[config.mk]
export PLATFORM = sky130hd
export DESIGN_NAME = aat_cfg_regs
export DESIGN_NICKNAME = d
export VERILOG_FILES = /design/src/rtl/aat_pkg.sv /design/src/rtl/aat_cfg_regs.sv
export SDC_FILE = /design/constraint.sdc
export NUM_CORES = 1
export LEC_CHECK = 0
export ABC_AREA = 0
export BUFFER_PORTS_ARGS = -buffer_cell sky130_fd_sc_hd__buf_2
export CELL_PAD_IN_SITES_DETAIL_PLACEMENT = 2
export CELL_PAD_IN_SITES_GLOBAL_PLACEMENT = 2
export CORE_MARGIN = 5
export CORE_UTILIZATION = 31
export DETAILED_ROUTE_END_ITERATION = 7
export PLACE_DENSITY_LB_ADDON = 0.1
export SLEW_MARGIN = 20
export SYNTH_ARGS = -nofsm -noshare
export SYNTH_HDL_FRONTEND = slang
export SYNTH_SLANG_ARGS = --single-unit
export TNS_END_PERCENT = 50
[constraint.sdc]
create_clock -name clk -period 1.86 [get_ports clk]
set_clock_uncertainty 0.05 [all_clocks]
set_input_delay 0.279 -clock clk [delete_from_list [all_inputs] [get_ports clk]]
set_output_delay 0.279 -clock clk [all_outputs]
set_load 0.05 [all_outputs]
[src/rtl/aat_pkg.sv]
// Shared types and constants for the bounding box transform.
// No dependencies; imported by the top level, aat_cfg_regs and aat_axis.
package aat_pkg;

    localparam int NUM_REGS   = 6;
    localparam int APB_ADDR_W = 6;
    localparam int APB_DATA_W = 64;
    localparam int REG_IDX_LO = 3;

    typedef logic signed [31:0] q16_t;
    typedef logic [APB_DATA_W-1:0] reg_word_t;

    typedef enum logic [2:0] {
        REG_XX_XY = 3'd0,
        REG_XZ_TX = 3'd1,
        REG_YX_YY = 3'd2,
        REG_YZ_TY = 3'd3,
        REG_ZX_ZY = 3'd4,
        REG_ZZ_TZ = 3'd5
    } reg_idx_t;

    localparam reg_word_t RESET_XX_XY = 64'h0001_0000_0000_0000;
    localparam reg_word_t RESET_XZ_TX = 64'h0000_0000_0000_0000;
    localparam reg_word_t RESET_YX_YY = 64'h0000_0000_0001_0000;
    localparam reg_word_t RESET_YZ_TY = 64'h0000_0000_0000_0000;
    localparam reg_word_t RESET_ZX_ZY = 64'h0000_0000_0000_0000;
    localparam reg_word_t RESET_ZZ_TZ = 64'h0001_0000_0000_0000;

    // One world axis: coefficients from local x, y, z and the translation.
    typedef struct packed {
        q16_t cx;
        q16_t cy;
        q16_t cz;
        q16_t t;
    } axis_coef_t;

endpackage

[src/rtl/aat_cfg_regs.sv]
// APB register file holding the 3x4 affine matrix.
// Depends on aat_pkg.
module aat_cfg_regs (
    input  logic                                clk,
    input  logic                                rst_n,
    input  logic                                psel,
    input  logic                                penable,
    input  logic                                pwrite,
    input  logic [aat_pkg::APB_ADDR_W-1:0]      paddr,
    input  logic [aat_pkg::APB_DATA_W-1:0]      pwdata,
    output logic [aat_pkg::APB_DATA_W-1:0]      prdata,
    output logic                                pready,
    output aat_pkg::axis_coef_t                 coef_x,
    output aat_pkg::axis_coef_t                 coef_y,
    output aat_pkg::axis_coef_t                 coef_z
);
    import aat_pkg::*;

    reg_word_t xx_xy_reg;
    reg_word_t xz_tx_reg;
    reg_word_t yx_yy_reg;
    reg_word_t yz_ty_reg;
    reg_word_t zx_zy_reg;
    reg_word_t zz_tz_reg;
    reg_idx_t  idx;
    logic      wr_en;

    assign pready = 1'b1;
    assign idx    = reg_idx_t'(paddr[APB_ADDR_W-1:REG_IDX_LO]);
    assign wr_en  = psel & penable & pwrite;

    always_ff @(posedge clk or negedge rst_n)
    begin
        if (!rst_n)
        begin
            xx_xy_reg <= RESET_XX_XY;
            xz_tx_reg <= RESET_XZ_TX;
            yx_yy_reg <= RESET_YX_YY;
            yz_ty_reg <= RESET_YZ_TY;
            zx_zy_reg <= RESET_ZX_ZY;
            zz_tz_reg <= RESET_ZZ_TZ;
        end
        else if (wr_en)
        begin
            unique case (idx)
                REG_XX_XY: xx_xy_reg <= pwdata;
                REG_XZ_TX: xz_tx_reg <= pwdata;
                REG_YX_YY: yx_yy_reg <= pwdata;
                REG_YZ_TY: yz_ty_reg <= pwdata;
                REG_ZX_ZY: zx_zy_reg <= pwdata;
                REG_ZZ_TZ: zz_tz_reg <= pwdata;
                default:   ;
            endcase
        end
    end

    always_comb
    begin
        unique case (idx)
            REG_XX_XY: prdata = xx_xy_reg;
            REG_XZ_TX: prdata = xz_tx_reg;
            REG_YX_YY: prdata = yx_yy_reg;
            REG_YZ_TY: prdata = yz_ty_reg;
            REG_ZX_ZY: prdata = zx_zy_reg;
            REG_ZZ_TZ: prdata = zz_tz_reg;
            default:   prdata = '0;
        endcase
    end

    assign coef_x = '{cx: xx_xy_reg[63:32], cy: xx_xy_reg[31:0],
                      cz: xz_tx_reg[63:32], t:  xz_tx_reg[31:0]};
    assign coef_y = '{cx: yx_yy_reg[63:32], cy: yx_yy_reg[31:0],
                      cz: yz_ty_reg[63:32], t:  yz_ty_reg[31:0]};
    assign coef_z = '{cx: zx_zy_reg[63:32], cy: zx_zy_reg[31:0],
                      cz: zz_tz_reg[63:32], t:  zz_tz_reg[31:0]};

endmodule

Word level (Yosys, flattened, before mapping)
Cells that the tools add are included.
{"block": "classes", "n_eq_ne": 5, "n_mux": 1, "n_bitwise": 2, "reduce_logical": 7}
{"cell": "$pmux 64 s6", "count": 1}
{"cell": "$reduce_and 2->1", "count": 6}
{"cell": "$eq 3x2->1 const B", "count": 2}
{"cell": "$eq 3x3->1 const B", "count": 2}
{"cell": "$eq 3x1->1 const B", "count": 1}
{"cell": "$logic_not 3->1", "count": 1}
{"cell": "$and 1x1->1", "count": 2}
{"block": "word_totals", "ff_bits": 384, "inputBits": 75, "elab_cells": 21}

Depth between registers and ports, before layout
Gate-level depths: netlist of run 1.
{"block": "depth", "ltp_word": 3, "mapped_depth": 6, "ltp_nobuf": 3}

Least setup slack after synthesis of run 1
No wires, ideal clock.
{"block": "synth_path", "path_type": "input-to-output", "start": "input port paddr[5] (netlist bit)", "end": "output port prdata[33] (netlist bit)", "arrival_ns": 1.991, "t_required_ns": 1.531, "slack_ns": -0.460, "path_stages": 6, "path_buffers": 4, "path_cell_list": "buf_2 -> buf_2 -> buf_2 -> buf_1 -> a21oi_1 -> o22ai_1"}
{"block": "synth_between", "elab_chain_len": 2, "elab_cells_between_ends": 7}
{"element": "start: declaration", "line_no": "aat_cfg_regs.sv:9", "text": "input logic [aat_pkg::APB_ADDR_W-1:0] paddr,"}
{"element": "$eq 3x3->1, or another cell as far along", "line_no": "aat_cfg_regs.sv:59", "text": "unique case (idx)"}
{"element": "$pmux 64 s6 *", "line_no": "aat_cfg_regs.sv:59"}
{"element": "end: declaration", "line_no": "aat_cfg_regs.sv:11", "text": "output logic [aat_pkg::APB_DATA_W-1:0] prdata,"}
Mark *: on every way between the ends. The rest lies on a longest branch, timed or not.

Worst setup path in the final report of run 1
{"block": "layout_path", "start": "register xx_xy_reg[23]", "end": "output port prdata[23] (netlist bit)"}
{"block": "layout_between", "elab_chain_len": 1}
{"element": "start: declaration", "line_no": "aat_cfg_regs.sv:19", "text": "reg_word_t xx_xy_reg;"}
{"element": "start signal: assignment", "line_no": "aat_cfg_regs.sv:46", "text": "REG_XX_XY: xx_xy_reg <= pwdata;"}
{"element": "$pmux 64 s6", "line_no": "aat_cfg_regs.sv:59"}
No other way between the ends.

==> impl_metrics.toml, run 1 <==
[routing]
viasPerCell = 5.017
postRouteWirelength_um = 76090
drt_iter0_markers = 423
routed-via-count = 13830
drc = 0
firstDrtPassIters = 6
wl_per_cell_um = 27.61
postRouteAntennaNets = 0

[synthesis]
synth_area_sq_um = 17370
synth.avg_cell_area_sq_um = 14.25
ys_types = 28
syn_inst = 1219
ys_seq_elements = 384
ys_warn_count = 0
seq_area_frac_synth = 0.5533
synth_nets = 1294

[cts]
tritoncts = "built"
clockRootBuffer = "clkbuf_16"
numCtsBuffers = 46
htreeDepth = 2
worstSkewPairLatency_ns = 0.56
cts_num_sinks = 384
clk_pin_slew_ns = 0.05
cts_max_path_buffers = 3

[status]
violations = "setup timing"
run_status = "finished with violations"

[setup_path]
cp_max_fo = 2
cp.required_ns = 1.53
arrival_ns = 1.78
path_cells = "mux2i_2, o21ai_2, a221o_2, buf_6"
critPathBufInv = 1
start_kind = "flip-flop"
endpoint_kind = "primary output"
critical_path_class = "flip-flop to primary output"
critPathTopFamily = "compound AO/OA/AOI/OAI gates"
cp_slowest_cell = "dfrtp_1"
slowest_delay_ns = 0.39

[sta]
max_slew.worst_pin.slew_ns = 0.7358
slew_violations = 0
fmax_mhz = 474.4
maxSlewHeadroom = 0.5095
setup_viol = 64
finalHoldViolations = 0
whs_ns = 0.1855
fin_crit_sh = 1.133
rsz0062_at_grt = "yes"
fin_ws_ns = -0.2480
period_minus_slack_ns = 2.108

[placement]
portBuffers = 519
detailed_place_hpwl_um = 52040
place_area_sq_um = 22550
placedCellCount = 2505
place.gp.congestion = 0.7983

[die]
die_w_um = 246.7
rows = 86
initial_core_util = 0.3141
ios = 524
design.die.area_sq_um = 60880
coreArea_sq_um = 55310
dieHeight_um = 246.7

[power]
total_power_mw = 35.12
vdd_drop_max_v = 0.0007647
leakage_nw = 12.98
power_density_nw_per_um2 = 1322

[final_layout]
nets = 2049
syn2layout_area_growth_pct = 52.86
seqCellArea_sq_um = 9614
design_area_sq_um = 26560
fillCellCount = 5420
multiInputGateArea_sq_um = 8474
finalNonFillerCells = 2756
drive_above_1_share = 0.6946
fin_util = 0.4802

[hold_path]
hold_class = "primary input to async pin"

[global_route]
grt_pass1_vias = 15670
grt_antenna_before_repair = 1
grt_max_degree = 56
grt_usage = 0.2421
grt_pass1_wl_um = 110700
overflow = 0

[flow_run]
cap_violations = 0
path summary, 6_finish.rpt:
check                      slack, ns             to          start  depth (start not counted)
min                             0.19  zx_zy_reg[58]          rst_n                          2
min reg2reg                     0.47  zz_tz_reg[25]  zz_tz_reg[25]                          1
max reg2reg                     0.77  zx_zy_reg[50]  zx_zy_reg[50]                          3
max in group asynchronous       0.82  yz_ty_reg[38]          rst_n                          4
min in group clk                0.38  xz_tx_reg[61]        penable                          5
max                            -0.25     prdata[23]  xx_xy_reg[23]                          4
logic make-up (layout without fill, tap and decap cells):
family / after synthesis / in the layout / synth area share
mux: 550 / 550 / 0.3493
other cells: 1 / 2 / 0.0002159
buf+inv: 90 / 878 / 0.02377
simple gates: 90 / 90 / 0.02874
compound gates: 104 / 104 / 0.04465
flops: 384 / 384 / 0.5533
metal layers:
metal  up-vias  share of wire  wire length (um)  GRT usage
met5         -              0                 0          0
met4         0          0.030              2270    0.07040
met3       109          0.057              4369    0.06042
met2       354           0.50             38290     0.4205
met1      7318           0.41             31150     0.2992
li1       6046              -                 -          -
where the power goes:
group          leakage (nW)  internal [mW]  switching (mW)
Clock                 0.729           5.19            3.63
Sequential             4.90           10.0            1.40
Combinational          7.35           4.63            10.3
placed cells by master, fill, tap and decap left out, drive strengths merged:
cell type and instances:
mux2i 100, o21ai 12, nor3 2, nand4 1, nand2b 2, conb 1
nand3 12, nor2 18, a221o 12, o22ai 14, bufbuf 1, nor3b 14
inv 2, clkinv 10, diode 1, clkbuf 71, mux2 450, dlygate4sd3 65
or2 1, a21oi 14, buf 728, nand2 38, nor2b 1, bufinv 1
a22oi 14, o221ai 38, nand4b 1, dfstp 3, dfrtp 381
per-stage QoR:
step / TNS, ns / setup WS [ns]
finish: -6.849 / -0.2480
global route: -11.15 / -0.3208
CTS: -9.917 / -0.3021
floorplan: -2.437 / -0.07162
detailed placement: -100.72 / -0.4511
global placement: -96.74 / -0.4374
cell usage after synthesis:
cell type / n / area, sq um
mux2_2: 428 / 4820
dfrtp_1: 381 / 9534
mux2i_1: 100 / 1001
buf_2: 57 / 285.3
nand2_1: 38 / 142.6
o221ai_1: 38 / 332.8
mux2_1: 22 / 247.7
clkbuf_1: 19 / 71.32
a21oi_1: 14 / 70.07
a22oi_1: 14 / 105.1
nor2_1: 14 / 52.55
nor3b_1: 14 / 105.1
o22ai_1: 14 / 87.58
a221o_1: 12 / 120.1
buf_1: 12 / 45.04
nand3_1: 12 / 60.06
o21ai_0: 12 / 60.06
nor2_4: 4 / 45.04
dfstp_2: 3 / 78.83
nand2b_1: 2 / 12.51
nor3_4: 2 / 32.53
buf_4: 1 / 7.510
conb_1: 1 / 3.750
inv_1: 1 / 3.750
nand4_2: 1 / 12.51
nand4b_4: 1 / 23.77
nor2b_1: 1 / 6.260
or2_2: 1 / 6.260
repair_timing:
action | 4_1_cts | 5_1_grt
pin swaps | 39 | 25
resized for setup | 226 | 68
gates cloned | 1 | 2
hold endpoints to repair | 664 | 0
setup endpoints to repair | 64 | 64
hold buffers | 65 | 0
buffers inserted | 65 | 37
cell type report:
class	instances	area share
inverter	1	0.0001413
antenna	1	0.00009423
sequential	384	0.3620
clock buffer	69	0.05154
timing repair buffer	796	0.2285
clock inverter	12	0.003345
multi-input combinational	745	0.3191
tap	748	0.03524
Power figures use the tool's default switching activity.
==> run 2: changes to the inputs <==
--- a/config.mk
+++ b/config.mk
@@ -10,7 +10,8 @@
 export CELL_PAD_IN_SITES_DETAIL_PLACEMENT = 2
 export CELL_PAD_IN_SITES_GLOBAL_PLACEMENT = 2
 export CORE_MARGIN = 5
-export CORE_UTILIZATION = 31
+export CORE_UTILIZATION = 32
+export CTS_BUF_LIST = sky130_fd_sc_hd__clkbuf_4
 export DETAILED_ROUTE_END_ITERATION = 7
 export PLACE_DENSITY_LB_ADDON = 0.1
 export SLEW_MARGIN = 20
==> run 2 against run 1 <==
Compared with the run above: the flow still finishes with violations (setup timing); count of clock-buffer cells in the layout grew 98; utilization grew 9.2 points; worst setup slack lost 0.51 ns; die area shrank 3.0%; cell count grew 7.5%; first-iteration DRC count grew 63%; largest cell class is now non-clock buffers.
==> impl_metrics.toml, run 2 (synthesis gave the netlist of run 1 again) <==
[routing]
postRouteWirelength_um = 101500
drc = 0
firstDrtPassIters = 5
routed-via-count = 15540
wl_per_cell_um = 34.25
viasPerCell = 5.243
drt_iter0_markers = 690
postRouteAntennaNets = 0

[placement]
place_area_sq_um = 22830
place.gp.congestion = 0.7850
preCtsSetupSlack_ns = -0.1966
detailed_place_hpwl_um = 51810
portBuffers = 519

[final_layout]
final_common_cell = "mux2_2"
nets = 2256
design_area_sq_um = 30810
final_cell_mix = "378 x mux2_2, 368 x dfrtp_1, 353 x buf_6"
fin_util = 0.5726
drive_above_1_share = 0.7437
syn2layout_area_growth_pct = 77.37

[cts]
numCtsBuffers = 109
tritoncts = "built"
htreeDepth = 3
cts_num_sinks = 384
clockRootBuffer = "clkbuf_4"
clk_pin_slew_ns = 0.10
worstSkewPairLatency_ns = 0.85
cts_max_path_buffers = 3

[setup_path]
cp.required_ns = 1.53
arrival_ns = 2.29
cp_max_fo = 2
start_kind = "flip-flop"
critical_path_class = "flip-flop to primary output"
path_cells = "mux2i_1, o21ai_1, a221o_2, buf_8"
endpoint_kind = "primary output"
slowest_delay_ns = 0.43
cp_slowest_cell = "dfrtp_1"

[sta]
fin_ws_ns = -0.7600
finalHoldViolations = 0
fmax_mhz = 381.7
slew_violations = 0
fin_crit_sh = 1.409
fin_tns_setup_ns = -45.74
rsz0062_at_grt = "yes"
setup_viol = 326
period_minus_slack_ns = 2.620

[global_route]
grt_antenna_before_repair = 8
grt_max_degree = 40
grt_usage = 0.2799
grt_pass1_wl_um = 125500
overflow = 0
grt_pass1_vias = 17520

[flow_run]
cap_violations = 0

[die]
dieHeight_um = 243
design.die.area_sq_um = 59050
coreArea_sq_um = 53810
die_w_um = 243
initial_core_util = 0.3228
ios = 524
rows = 85

[power]
leakage_nw = 14.61
vdd_drop_max_v = 0.0007967
power_density_nw_per_um2 = 1307

[hold_path]
hold_class = "primary input to async pin"

[status]
run_status = "finished with violations"
violations = "setup timing"
==> run 2: changes by cell type in the layout (fill, tap and decap cells not counted), moves of 12 or more <==
cell       delta
buf_12       +57
dfrtp_2      +12
clkbuf_4    +168
buf_6       +293
dfrtp_1      -12
clkinv_1     +13
mux2i_1      -22
clkbuf_16    -49
buf_2       -284
buf_8        +92
mux2i_2      +21
==> run 2: routing by layer <==
| layer | GRT usage | wire (um) |
|---|---|---|
| met5 | 0 | 35 |
| met4 | 0.08294 | 3689 |
| met3 | 0.08185 | 6120 |
| met2 | 0.4941 | 53420 |
| met1 | 0.3312 | 38220 |
==> run 2: critical path: cells and delay by family (launching register included) <==
kind                   cells  cell delay [ns]
AOI/OAI and AO/OA          2             0.55
buffers and inverters      1             0.17
DFF                        1             0.43
muxes                      1             0.23
==> run 2: path summary, 6_finish.rpt <==
check / from / endpoint / slack (ns) / depth (start not counted)
setup / recovery: xx_xy_reg[14] / prdata[14] / -0.76 / 4
hold / removal: rst_n / zz_tz_reg[58] / 0.1 / 3
setup reg to reg: xz_tx_reg[30] / xz_tx_reg[30] / 0.65 / 4
hold reg to reg: zz_tz_reg[25] / zz_tz_reg[25] / 0.47 / 1
max in group asynchronous: rst_n / xx_xy_reg[5] / 1.06 / 3
min in group clk: penable / zx_zy_reg[59] / 0.14 / 5
==> run 2: area by class of cell <==
cell class	count	area [sq um]
diodes	8	20.02
clock buffers	167	1254
clock inverters	22	125.1
fillers	4779	23000
inverters	1	3.754
multi-input cells	745	8668
flip-flops and latches	384	9629
well taps	696	870.8
repair buffers	940	10240
==> run 2: report_power, final <==
part           total [mW]  internal [mW]  switching, mW
clock network        8.76           4.19           4.57
registers            11.9           10.0           1.90
logic                19.6           7.96           11.7
==> run 2: metrics by stage <==
stage          hold WS (ns)  total power [mW]  instances
3_5_place_dp         0.2009             24.97       2481
4_1_cts             0.03314             36.69       2871
6_report            0.09969             40.29       2963
3_3_place_gp         0.2059             24.71       2481
5_1_grt             0.03329             41.58       2963
2_1_floorplan      -0.06659             20.72       1219
==> run 2: timing repair <==
action / in CTS / in global routing
pin swaps: 66 / 20
endpoints found under the hold margin: 768 / 0
buffers inserted: 136 / 130
hold buffers: 66 / 0
gates resized for setup: 820 / 514
gates cloned: 0 / 0
endpoints found under the setup margin: 448 / 441
